===== config.mk =====
export PLATFORM = sky130hd
export DESIGN_NAME = rgb_color_class_vote_flat
export DESIGN_NICKNAME = d
export VERILOG_FILES = /design/src/design/rgbv_pkg.sv /design/src/design/rgbv_if.sv /design/src/design/rgbv_classify.sv /design/src/design/rgbv_cell.sv /design/src/design/rgb_color_class_vote.sv /design/src/flat_wrapper.sv
export SDC_FILE = /design/constraint.sdc
export NUM_CORES = 1
export LEC_CHECK = 0
export ABC_AREA = 1
export BUFFER_PORTS_ARGS = -buffer_cell sky130_fd_sc_hd__buf_2
export CORE_MARGIN = 5
export CORE_UTILIZATION = 63
export CTS_BUF_LIST = sky130_fd_sc_hd__clkbuf_16
export DETAILED_ROUTE_END_ITERATION = 10
export PLACE_DENSITY = 0.85
export SLEW_MARGIN = 10
export SYNTH_ARGS = -nofsm -noshare
export SYNTH_HDL_FRONTEND = slang
export SYNTH_SLANG_ARGS = --single-unit

===== constraint.sdc =====
create_clock -name clk -period 4.55 [get_ports clk]
set_input_delay 0.2275 -clock clk [delete_from_list [all_inputs] [get_ports clk]]
set_output_delay 0.2275 -clock clk [all_outputs]
set_load 0.01 [all_outputs]

===== src/design/rgbv_pkg.sv =====
// Package for the RGB color class vote: class codes, register map and threshold set.
`default_nettype none
package rgbv_pkg;

  localparam int CLS_W = 3;
  localparam int LVL_W = 8;
  localparam int NUM_REGS = 8;
  localparam int REG_IDX_W = 3;

  localparam logic [CLS_W-1:0] CLS_NONE   = 3'd0;
  localparam logic [CLS_W-1:0] CLS_WHITE  = 3'd1;
  localparam logic [CLS_W-1:0] CLS_YELLOW = 3'd2;
  localparam logic [CLS_W-1:0] CLS_RED    = 3'd3;
  localparam logic [CLS_W-1:0] CLS_GREEN  = 3'd4;
  localparam logic [CLS_W-1:0] CLS_BLUE   = 3'd5;
  localparam logic [CLS_W-1:0] CLS_BLACK  = 3'd6;

  localparam logic [REG_IDX_W-1:0] REG_WHITE_MIN         = 3'd0;
  localparam logic [REG_IDX_W-1:0] REG_YELLOW_RG_MIN     = 3'd1;
  localparam logic [REG_IDX_W-1:0] REG_YELLOW_BLUE_MAX   = 3'd2;
  localparam logic [REG_IDX_W-1:0] REG_RED_MIN           = 3'd3;
  localparam logic [REG_IDX_W-1:0] REG_RED_MARGIN        = 3'd4;
  localparam logic [REG_IDX_W-1:0] REG_GREEN_BLUE_MIN    = 3'd5;
  localparam logic [REG_IDX_W-1:0] REG_GREEN_BLUE_MARGIN = 3'd6;
  localparam logic [REG_IDX_W-1:0] REG_BLACK_MAX         = 3'd7;

  typedef logic [LVL_W-1:0] level_t;
  typedef logic [CLS_W-1:0] class_t;

  typedef struct packed {
    level_t white_min;
    level_t yellow_rg_min;
    level_t yellow_blue_max;
    level_t red_min;
    level_t red_margin;
    level_t green_blue_min;
    level_t green_blue_margin;
    level_t black_max;
  } thresh_t;

  function automatic level_t reg_reset_val(input logic [REG_IDX_W-1:0] idx);
    level_t v;
    case (idx)
      REG_WHITE_MIN:         v = 8'd130;
      REG_YELLOW_RG_MIN:     v = 8'd120;
      REG_YELLOW_BLUE_MAX:   v = 8'd100;
      REG_RED_MIN:           v = 8'd80;
      REG_RED_MARGIN:        v = 8'd30;
      REG_GREEN_BLUE_MIN:    v = 8'd65;
      REG_GREEN_BLUE_MARGIN: v = 8'd20;
      REG_BLACK_MAX:         v = 8'd60;
      default:               v = 8'd0;
    endcase
    return v;
  endfunction

endpackage
`default_nettype wire


===== src/design/rgbv_if.sv =====
// Valid/ready channel interfaces for the reading input and the class result.
`default_nettype none
interface rgbv_in_if;
  logic                  valid;
  logic                  ready;
  rgbv_pkg::level_t      red_level;
  rgbv_pkg::level_t      green_level;
  rgbv_pkg::level_t      blue_level;
  logic                  reading_valid;
  rgbv_pkg::class_t      target_class;

  modport source (output valid, red_level, green_level, blue_level, reading_valid,
                  target_class, input ready);
  modport sink   (input valid, red_level, green_level, blue_level, reading_valid,
                  target_class, output ready);
endinterface

interface rgbv_out_if;
  logic                  valid;
  logic                  ready;
  rgbv_pkg::class_t      color_class;
  logic                  confirmed;

  modport source (output valid, color_class, confirmed, input ready);
  modport sink   (input valid, color_class, confirmed, output ready);
endinterface
`default_nettype wire


===== src/design/rgbv_classify.sv =====
// Ordered threshold classifier for one RGB reading.
`default_nettype none
module rgbv_classify (
  input  wire rgbv_pkg::level_t  red_level,
  input  wire rgbv_pkg::level_t  green_level,
  input  wire rgbv_pkg::level_t  blue_level,
  input  wire logic              reading_valid,
  input  wire rgbv_pkg::thresh_t thr,
  output rgbv_pkg::class_t       color_class
);

  logic [rgbv_pkg::LVL_W:0] r9, g9, b9;
  logic [rgbv_pkg::LVL_W:0] g_rm, b_rm, r_gm, g_gm, b_gm;
  logic is_white, is_yellow, is_red, is_green, is_blue, is_black;

  assign r9 = {1'b0, red_level};
  assign g9 = {1'b0, green_level};
  assign b9 = {1'b0, blue_level};

  // margins added at 9 bits so nothing wraps
  assign g_rm = g9 + {1'b0, thr.red_margin};
  assign b_rm = b9 + {1'b0, thr.red_margin};
  assign r_gm = r9 + {1'b0, thr.green_blue_margin};
  assign g_gm = g9 + {1'b0, thr.green_blue_margin};
  assign b_gm = b9 + {1'b0, thr.green_blue_margin};

  assign is_white  = (red_level > thr.white_min) && (green_level > thr.white_min) &&
                     (blue_level > thr.white_min);
  assign is_yellow = (red_level > thr.yellow_rg_min) && (green_level > thr.yellow_rg_min) &&
                     (blue_level < thr.yellow_blue_max);
  assign is_red    = (red_level > thr.red_min) && (r9 > g_rm) && (r9 > b_rm);
  assign is_green  = (green_level > thr.green_blue_min) && (g9 > r_gm) && (g9 > b_gm);
  assign is_blue   = (blue_level > thr.green_blue_min) && (b9 > r_gm) && (b9 > g_gm);
  assign is_black  = (red_level < thr.black_max) && (green_level < thr.black_max) &&
                     (blue_level < thr.black_max);

  always_comb begin
    if (!reading_valid)  color_class = rgbv_pkg::CLS_NONE;
    else if (is_white)   color_class = rgbv_pkg::CLS_WHITE;
    else if (is_yellow)  color_class = rgbv_pkg::CLS_YELLOW;
    else if (is_red)     color_class = rgbv_pkg::CLS_RED;
    else if (is_green)   color_class = rgbv_pkg::CLS_GREEN;
    else if (is_blue)    color_class = rgbv_pkg::CLS_BLUE;
    else if (is_black)   color_class = rgbv_pkg::CLS_BLACK;
    else                 color_class = rgbv_pkg::CLS_NONE;
  end

endmodule
`default_nettype wire


===== src/design/rgbv_cell.sv =====
// One history cell: holds a past class, passes it down the chain and flags a target hit.
`default_nettype none
module rgbv_cell (
  input  wire logic             clk,
  input  wire logic             rst_n,
  input  wire logic             shift_en,
  input  wire rgbv_pkg::class_t cls_in,
  input  wire rgbv_pkg::class_t target,
  output rgbv_pkg::class_t      cls_out,
  output logic                  hit
);

  rgbv_pkg::class_t cls_r;

  always_ff @(posedge clk) begin
    if (!rst_n) begin
      cls_r <= rgbv_pkg::CLS_NONE;
    end else if (shift_en) begin
      cls_r <= cls_in;
    end
  end

  assign cls_out = cls_r;
  // compare the value this cell takes on the shift
  assign hit = (cls_in == target);

endmodule
`default_nettype wire


===== src/design/rgb_color_class_vote.sv =====
// Top level: classifier, chain of history cells, vote count and output register.
// Classify, cell compares and vote count share the accept cycle; the result is registered
// and offered the cycle after; one beat per cycle unless the output stalls.
// in.ready stays high while the output register is empty or being taken.
// Reset (synchronous, rst_n low): history cells clear to none, thresholds take their
// defaults, output register empties.
`default_nettype none
module rgb_color_class_vote #(
  parameter int HISTORY_DEPTH = 5
) (
  input  wire logic                                clk,
  input  wire logic                                rst_n,
  rgbv_in_if.sink                                  in,
  rgbv_out_if.source                               out,
  input  wire logic                                cfg_we,
  input  wire logic [rgbv_pkg::REG_IDX_W-1:0]      cfg_index,
  input  wire rgbv_pkg::level_t                    cfg_data
);

  localparam int CNT_W = $clog2(HISTORY_DEPTH + 1);
  localparam int VOTE_MIN = HISTORY_DEPTH - 1;

  rgbv_pkg::level_t  cfg_r [rgbv_pkg::NUM_REGS];
  rgbv_pkg::thresh_t thr;
  rgbv_pkg::class_t  cls;
  rgbv_pkg::class_t  chain [HISTORY_DEPTH];
  logic [HISTORY_DEPTH-1:0] hits;
  logic [CNT_W-1:0]  hit_cnt;
  logic              accept;
  logic              out_valid_r, out_valid_nxt;
  rgbv_pkg::class_t  out_class_r;
  logic              out_conf_r;
  logic              confirmed_nxt;

  always_ff @(posedge clk) begin
    if (!rst_n) begin
      for (int i = 0; i < rgbv_pkg::NUM_REGS; i++) begin
        cfg_r[i] <= rgbv_pkg::reg_reset_val(rgbv_pkg::REG_IDX_W'(i));
      end
    end else if (cfg_we) begin
      cfg_r[cfg_index] <= cfg_data;
    end
  end

  assign thr.white_min         = cfg_r[rgbv_pkg::REG_WHITE_MIN];
  assign thr.yellow_rg_min     = cfg_r[rgbv_pkg::REG_YELLOW_RG_MIN];
  assign thr.yellow_blue_max   = cfg_r[rgbv_pkg::REG_YELLOW_BLUE_MAX];
  assign thr.red_min           = cfg_r[rgbv_pkg::REG_RED_MIN];
  assign thr.red_margin        = cfg_r[rgbv_pkg::REG_RED_MARGIN];
  assign thr.green_blue_min    = cfg_r[rgbv_pkg::REG_GREEN_BLUE_MIN];
  assign thr.green_blue_margin = cfg_r[rgbv_pkg::REG_GREEN_BLUE_MARGIN];
  assign thr.black_max         = cfg_r[rgbv_pkg::REG_BLACK_MAX];

  assign in.ready = !out_valid_r || out.ready;
  assign accept   = in.valid && in.ready;

  rgbv_classify u_classify (
    .red_level     (in.red_level),
    .green_level   (in.green_level),
    .blue_level    (in.blue_level),
    .reading_valid (in.reading_valid),
    .thr           (thr),
    .color_class   (cls)
  );

  // new class enters cell 0; the oldest falls off the far end
  for (genvar i = 0; i < HISTORY_DEPTH; i++) begin : g_cell
    rgbv_cell u_cell (
      .clk      (clk),
      .rst_n    (rst_n),
      .shift_en (accept),
      .cls_in   ((i == 0) ? cls : chain[(i == 0) ? 0 : i - 1]),
      .target   (in.target_class),
      .cls_out  (chain[i]),
      .hit      (hits[i])
    );
  end

  assign hit_cnt       = CNT_W'($countones(hits));
  assign confirmed_nxt = (hit_cnt >= CNT_W'(VOTE_MIN));

  always_comb begin
    out_valid_nxt = out_valid_r;
    if (accept)         out_valid_nxt = 1'b1;
    else if (out.ready) out_valid_nxt = 1'b0;
  end

  always_ff @(posedge clk) begin
    if (!rst_n) begin
      out_valid_r <= 1'b0;
    end else begin
      out_valid_r <= out_valid_nxt;
    end
  end

  always_ff @(posedge clk) begin
    if (accept) begin
      out_class_r <= cls;
      out_conf_r  <= confirmed_nxt;
    end
  end

  assign out.valid       = out_valid_r;
  assign out.color_class = out_class_r;
  assign out.confirmed   = out_conf_r;

  a_accept_fills: assert property (@(posedge clk) disable iff (!rst_n)
    accept |=> out.valid)
    else $error("accepted beat did not produce a result beat");

  a_invalid_none: assert property (@(posedge clk) disable iff (!rst_n)
    accept && !in.reading_valid |=> out.color_class == rgbv_pkg::CLS_NONE)
    else $error("invalid reading not classed as none");

  a_head_cell: assert property (@(posedge clk) disable iff (!rst_n)
    accept |=> chain[0] == out.color_class)
    else $error("head cell does not hold the latest class");

  a_target_seven: assert property (@(posedge clk) disable iff (!rst_n)
    accept && in.target_class == 3'd7 |=> !out.confirmed)
    else $error("unused target code confirmed");

endmodule
`default_nettype wire


===== src/flat_wrapper.sv =====
// flat-port wrapper written by rule: the top's interface ports become plain ports
module rgb_color_class_vote_flat 
#(
  parameter int HISTORY_DEPTH = 5
)
  (clk, rst_n, cfg_we, cfg_index, cfg_data, in_valid, in_red_level, in_green_level, in_blue_level, in_reading_valid, in_target_class, in_ready, out_valid, out_color_class, out_confirmed, out_ready);
  rgbv_in_if in_i ();
  rgbv_out_if out_i ();
  input  wire logic clk;
  input  wire logic rst_n;
  input  wire logic cfg_we;
  input  wire logic [rgbv_pkg::REG_IDX_W-1:0] cfg_index;
  input  wire rgbv_pkg::level_t cfg_data;
  input wire logic [$bits(in_i.valid)-1:0] in_valid;
  input wire logic [$bits(in_i.red_level)-1:0] in_red_level;
  input wire logic [$bits(in_i.green_level)-1:0] in_green_level;
  input wire logic [$bits(in_i.blue_level)-1:0] in_blue_level;
  input wire logic [$bits(in_i.reading_valid)-1:0] in_reading_valid;
  input wire logic [$bits(in_i.target_class)-1:0] in_target_class;
  output wire logic [$bits(in_i.ready)-1:0] in_ready;
  output wire logic [$bits(out_i.valid)-1:0] out_valid;
  output wire logic [$bits(out_i.color_class)-1:0] out_color_class;
  output wire logic [$bits(out_i.confirmed)-1:0] out_confirmed;
  input wire logic [$bits(out_i.ready)-1:0] out_ready;
  assign in_i.valid = in_valid;
  assign in_i.red_level = in_red_level;
  assign in_i.green_level = in_green_level;
  assign in_i.blue_level = in_blue_level;
  assign in_i.reading_valid = in_reading_valid;
  assign in_i.target_class = in_target_class;
  assign in_ready = in_i.ready;
  assign out_valid = out_i.valid;
  assign out_color_class = out_i.color_class;
  assign out_confirmed = out_i.confirmed;
  assign out_i.ready = out_ready;
  rgb_color_class_vote #(.HISTORY_DEPTH(HISTORY_DEPTH)) u_core (.clk(clk), .rst_n(rst_n), .in(in_i), .out(out_i), .cfg_we(cfg_we), .cfg_index(cfg_index), .cfg_data(cfg_data));
endmodule

==> impl.org <==
** Outcome
- Result of the run :: finished, final reports clean

** Floorplan
- Top Ports :: 50
- After floorplanning, the core was sized to cover 0.0126 mm².
- The initial utilization of the core area, before any placement, comes to 0.642.
- The die is 123 µm wide.
- Y dimension of the die :: 123 µm
- Number of placement rows :: 41
- DIE AREA :: 0.0152 mm²

** Critical path
- STA classifies the critical path startpoint as a flip-flop.
- Critical path type :: flip-flop to flip-flop
- End of the worst register-to-register path :: u_core.out.confirmed
- The slowest stage of the critical path belongs to the cell sky130_fd_sc_hd__edfxtp_1.
- Worst reg2reg startpoint :: u_core.cfg_r[6][2]
- Counting cells, the worst reg-to-reg path comes to 32.
- Of all nets on the critical path, the largest fanout is 5.
- On the worst path, the slowest cell contributes a delay of 0.48 ns.
- The cell that appears most often on the critical path is sky130_fd_sc_hd__nand2_1.
- Data on the critical path is required at its endpoint by 4.77 ns.
- Crit end category :: flip-flop
- At the worst endpoint, the arrival time is 4.71 ns.
- Worst-case register-to-register setup slack :: 0.06 ns

** Logic synthesis
- The number of nets in the synthesized netlist is 1,222.
- Area share of the largest cell type after synthesis :: 0.279
- Gate Count Post-Synth :: 993
- Synthesis inferred 81 register bits.
- The most used flip-flop cell after synthesis is sky130_fd_sc_hd__edfxtp_1.
- Largest area contributor in the synthesized netlist :: sky130_fd_sc_hd__ha_1
- After synthesis the cells add up to 0.00807 mm².
- During synthesis, Yosys emitted a total of 0 warnings.
- Number of distinct standard cells referenced by the synthesized netlist :: 36
- Top post-synthesis cells by area :: sky130_fd_sc_hd__ha_1, sky130_fd_sc_hd__edfxtp_1, sky130_fd_sc_hd__nand2_1
- In the synthesized netlist the async set-or-reset flop fraction comes to 0.
- After synthesis, the mean cell area works out to 8.13 µm².
- Counting flops with a built-in enable in the synthesized netlist gives 68.
- Seq/Total Area, Yosys :: 0.285

** Power
- Cell internal power was estimated by the tool at 1.59 mW.
- Power spent charging and discharging nets :: 887 µW
- Power per unit of standard cell area :: 276 mW/mm²
- Peak supply drop :: 0.242 mV
- Of the total power, the share spent switching nets is 0.358.
- Share of total power in the clock network :: 0.276
- Register share of total power :: 0.357
- Comb pwr share :: 0.367
- Power Total :: 2.48 mW
- Leakage component of the power :: 4.60 nW

** Global routing
- For met3 alone, demand over resource in global routing was 0.0371.
- Global routing usage on met2 :: 0.462
- Via count of the first global-routing pass :: 6,633
- For this run, the total global-route usage over all layers was measured as 0.291.
- Layer carrying the most global-route usage :: met2
- Largest net degree at the start of global routing :: 23
- Number of antenna violations at the first check in global routing :: 0
- GR met1 Demand/Resource :: 0.399
- First-pass GRT wire length :: 33,600 µm
- Overflow left after global routing :: 0

** STA
- For the pin with the worst max-slew slack, the measured transition is 0.571 ns.
- Worst max-slew margin expressed relative to the limit :: 0.619
- In the finished design, the share of the clock period the worst path needs comes to 0.987.
- The total count of hold-check failures in the final report is 0.
- The clock arrives with 0.00761 ns of skew.
- Setup violations remaining at the end of the flow were counted as 0.
- Unrepaired setup endpoints after global routing :: yes
- Worst hold slack :: 0.200 ns
- Counting I/O delays and the setup requirement, the final critical path takes 4.49 ns.
- Max Slew Vio Count :: 0
- Final-layout setup total negative slack :: 0 ns
- Highest achievable clock rate :: 223 MHz

** Clock network
- Clock latency on the worst-skew pair, taken at its later pin, is 0.34 ns.
- Clock tree root buffer cell :: sky130_fd_sc_hd__clkbuf_16
- For this design, the sink count on the clock tree is 81.
- TritonCTS built the clock tree.
- CTS buffer count :: 9
- After clock tree synthesis, the clock-pin slew on the worst setup and hold paths is 0.07 ns.
- Number of hold buffers added after cts :: 0
- The H-tree generated during clock tree synthesis spans 3 levels.
- Longest Clk Path Bufs :: 2

** Cells and area
- The library cells used most frequently in the layout, excluding fill and tap cells, are sky130_fd_sc_hd__nand2_1, sky130_fd_sc_hd__ha_1, sky130_fd_sc_hd__inv_1.
- In the final layout, the share of cells above drive strength 1 is 0.0949.
- Compared with the post-synthesis result, the final layout area differs by 11.0%.
- For this run, the share of the core covered by cells in the final layout is 0.713.
- Most common library cell in the layout ignoring fill and taps :: sky130_fd_sc_hd__nand2_1
- After the last flow step, the layout net total stands at 1,288.
- The finished cells cover 0.00896 mm².
- Layout fillers :: 961
- Antenna cells :: 0

** Route
- Routed wire length :: 21,500 µm
- DRC errors left :: 0
- The detailed router finished its first iteration with 707 violations.
- Vias/cell :: 5.78
- Initial DRT Pass Iterations :: 6
- In the final routed layout, each cell accounts on average for 17.4 µm.
- The count of nets left with antenna violations once routing finished came out at 0.
- Overall via count from detail_route :: 7,150

** Hold path
- The tightest min-delay check is of the primary input to flip-flop type.
- Along the worst hold path, the cell count comes to 4.
- Hold path startpoint :: out_ready
- Terminating pin of the worst hold path :: u_core.out.valid

** Place
- After legalization and detailed placement, the total HPWL measured 16,100 µm.
- The congestion estimate from routability-driven global placement came to 0.974.
- The count of buffers added on input and output ports is 49.
- After detailed placement, the total cell area comes to 0.00857 mm².

** Flow run
- Max-cap viol count :: 0
==> timing repair <==
action / 4_1_cts / 5_1_grt
setup endpoints to repair: 1 / 1
buffers inserted: 0 / 3
pin swaps: 1 / 21
resized for setup: 3 / 12
==> synth_stat cells (all sizes together), types with 6 or more instances <==
master and n:
edfxtp 68, o21bai 6, xor2 22, o21ai 25, nand3 38, nand2 195, nor3 12, a21boi 6
nor2 106, o211ai 6, a21o 11, ha 180, a21oi 85, xnor2 16, nand4 20, inv 149
dfxtp 13
==> layout make-up <==
type                       count  area (µm²)  share of cell area
multi-input combinational    758        5270               0.588
sequential                    81        2300               0.257
inverter                     149         559              0.0624
timing repair buffer          60         332              0.0370
clock buffer                   9         225              0.0251
tap                          172         215              0.0240
clock inverter                 7        55.1             0.00614
==> sequential cells by signal, summed over array words and instances (netlist names) <==
register                      flops
u_core.out.color_class            3
u_core.cfg_r                     64
u_core.g_cell.u_cell.cls_out     12
u_core.out.confirmed              1
u_core.out.valid                  1
==> kinds of logic (layout without fill, tap and decap cells) <==
logic type / count (synthesis) / count (layout) / share of synthesized area
AO/OA/AOI/OAI: 156 / 156 / 0.111
XOR/XNOR: 38 / 38 / 0.0412
adder cells (fa/ha/maj): 185 / 185 / 0.291
buffers and inverters: 154 / 225 / 0.0716
flip-flops: 81 / 81 / 0.285
AND/OR/NAND/NOR: 379 / 379 / 0.199
==> how the worst max path moves through the flow <==
stage | from | end | slack, ns | cells past startpoint
3_3_place_gp | u_core.cfg_r[6][2] | u_core.out.confirmed | 0.14 | 30
5_1_grt | u_core.cfg_r[6][2] | u_core.out.confirmed | -0.32 | 32
4_1_cts | u_core.cfg_r[4][2] | u_core.out.confirmed | 0.007 | 28
2_1_floorplan | u_core.cfg_r[6][2] | u_core.out.confirmed | 0.38 | 30
6_report | u_core.cfg_r[6][2] | u_core.out.confirmed | 0.06 | 32
3_5_place_dp | u_core.cfg_r[4][2] | u_core.out.confirmed | -0.04 | 28
==> power by group through the flow <==
stage          clock (mW)  sequential [mW]  combinational (mW)
2_1_floorplan           0            0.889               0.628
3_3_place_gp            0            0.894               0.837
3_5_place_dp            0            0.896               0.865
4_1_cts             0.684            0.882               0.880
5_1_grt             0.725            0.886                1.03
6_report            0.684            0.883               0.908
==> metrics by stage <==
stage / std cells / worst slack (ns)
2_1_floorplan: 993 / 0.378
3_3_place_gp: 1217 / 0.140
3_5_place_dp: 1217 / -0.0373
4_1_cts: 1233 / 0.00744
5_1_grt: 1236 / -0.320
6_report: 1236 / 0.0592
==> per-layer routing <==
layer | routed length (µm) | part of all wire
met1 | 8840 | 0.41
met2 | 9640 | 0.45
met3 | 2110 | 0.098
met4 | 909 | 0.042
met5 | 0 | 0
==> worst max-delay path, delay by kind of cell, from the launching register on <==
kind | cells | cell delay [ns]
adder cells (fa/ha/maj) | 4 | 1.03
buffers and inverters | 1 | 0.16
XOR/XNOR | 1 | 0.16
flip-flops | 1 | 0.48
AND/OR/NAND/NOR | 19 | 1.45
AO/OA/AOI/OAI | 7 | 1.06
Power figures use the tool's default switching activity.
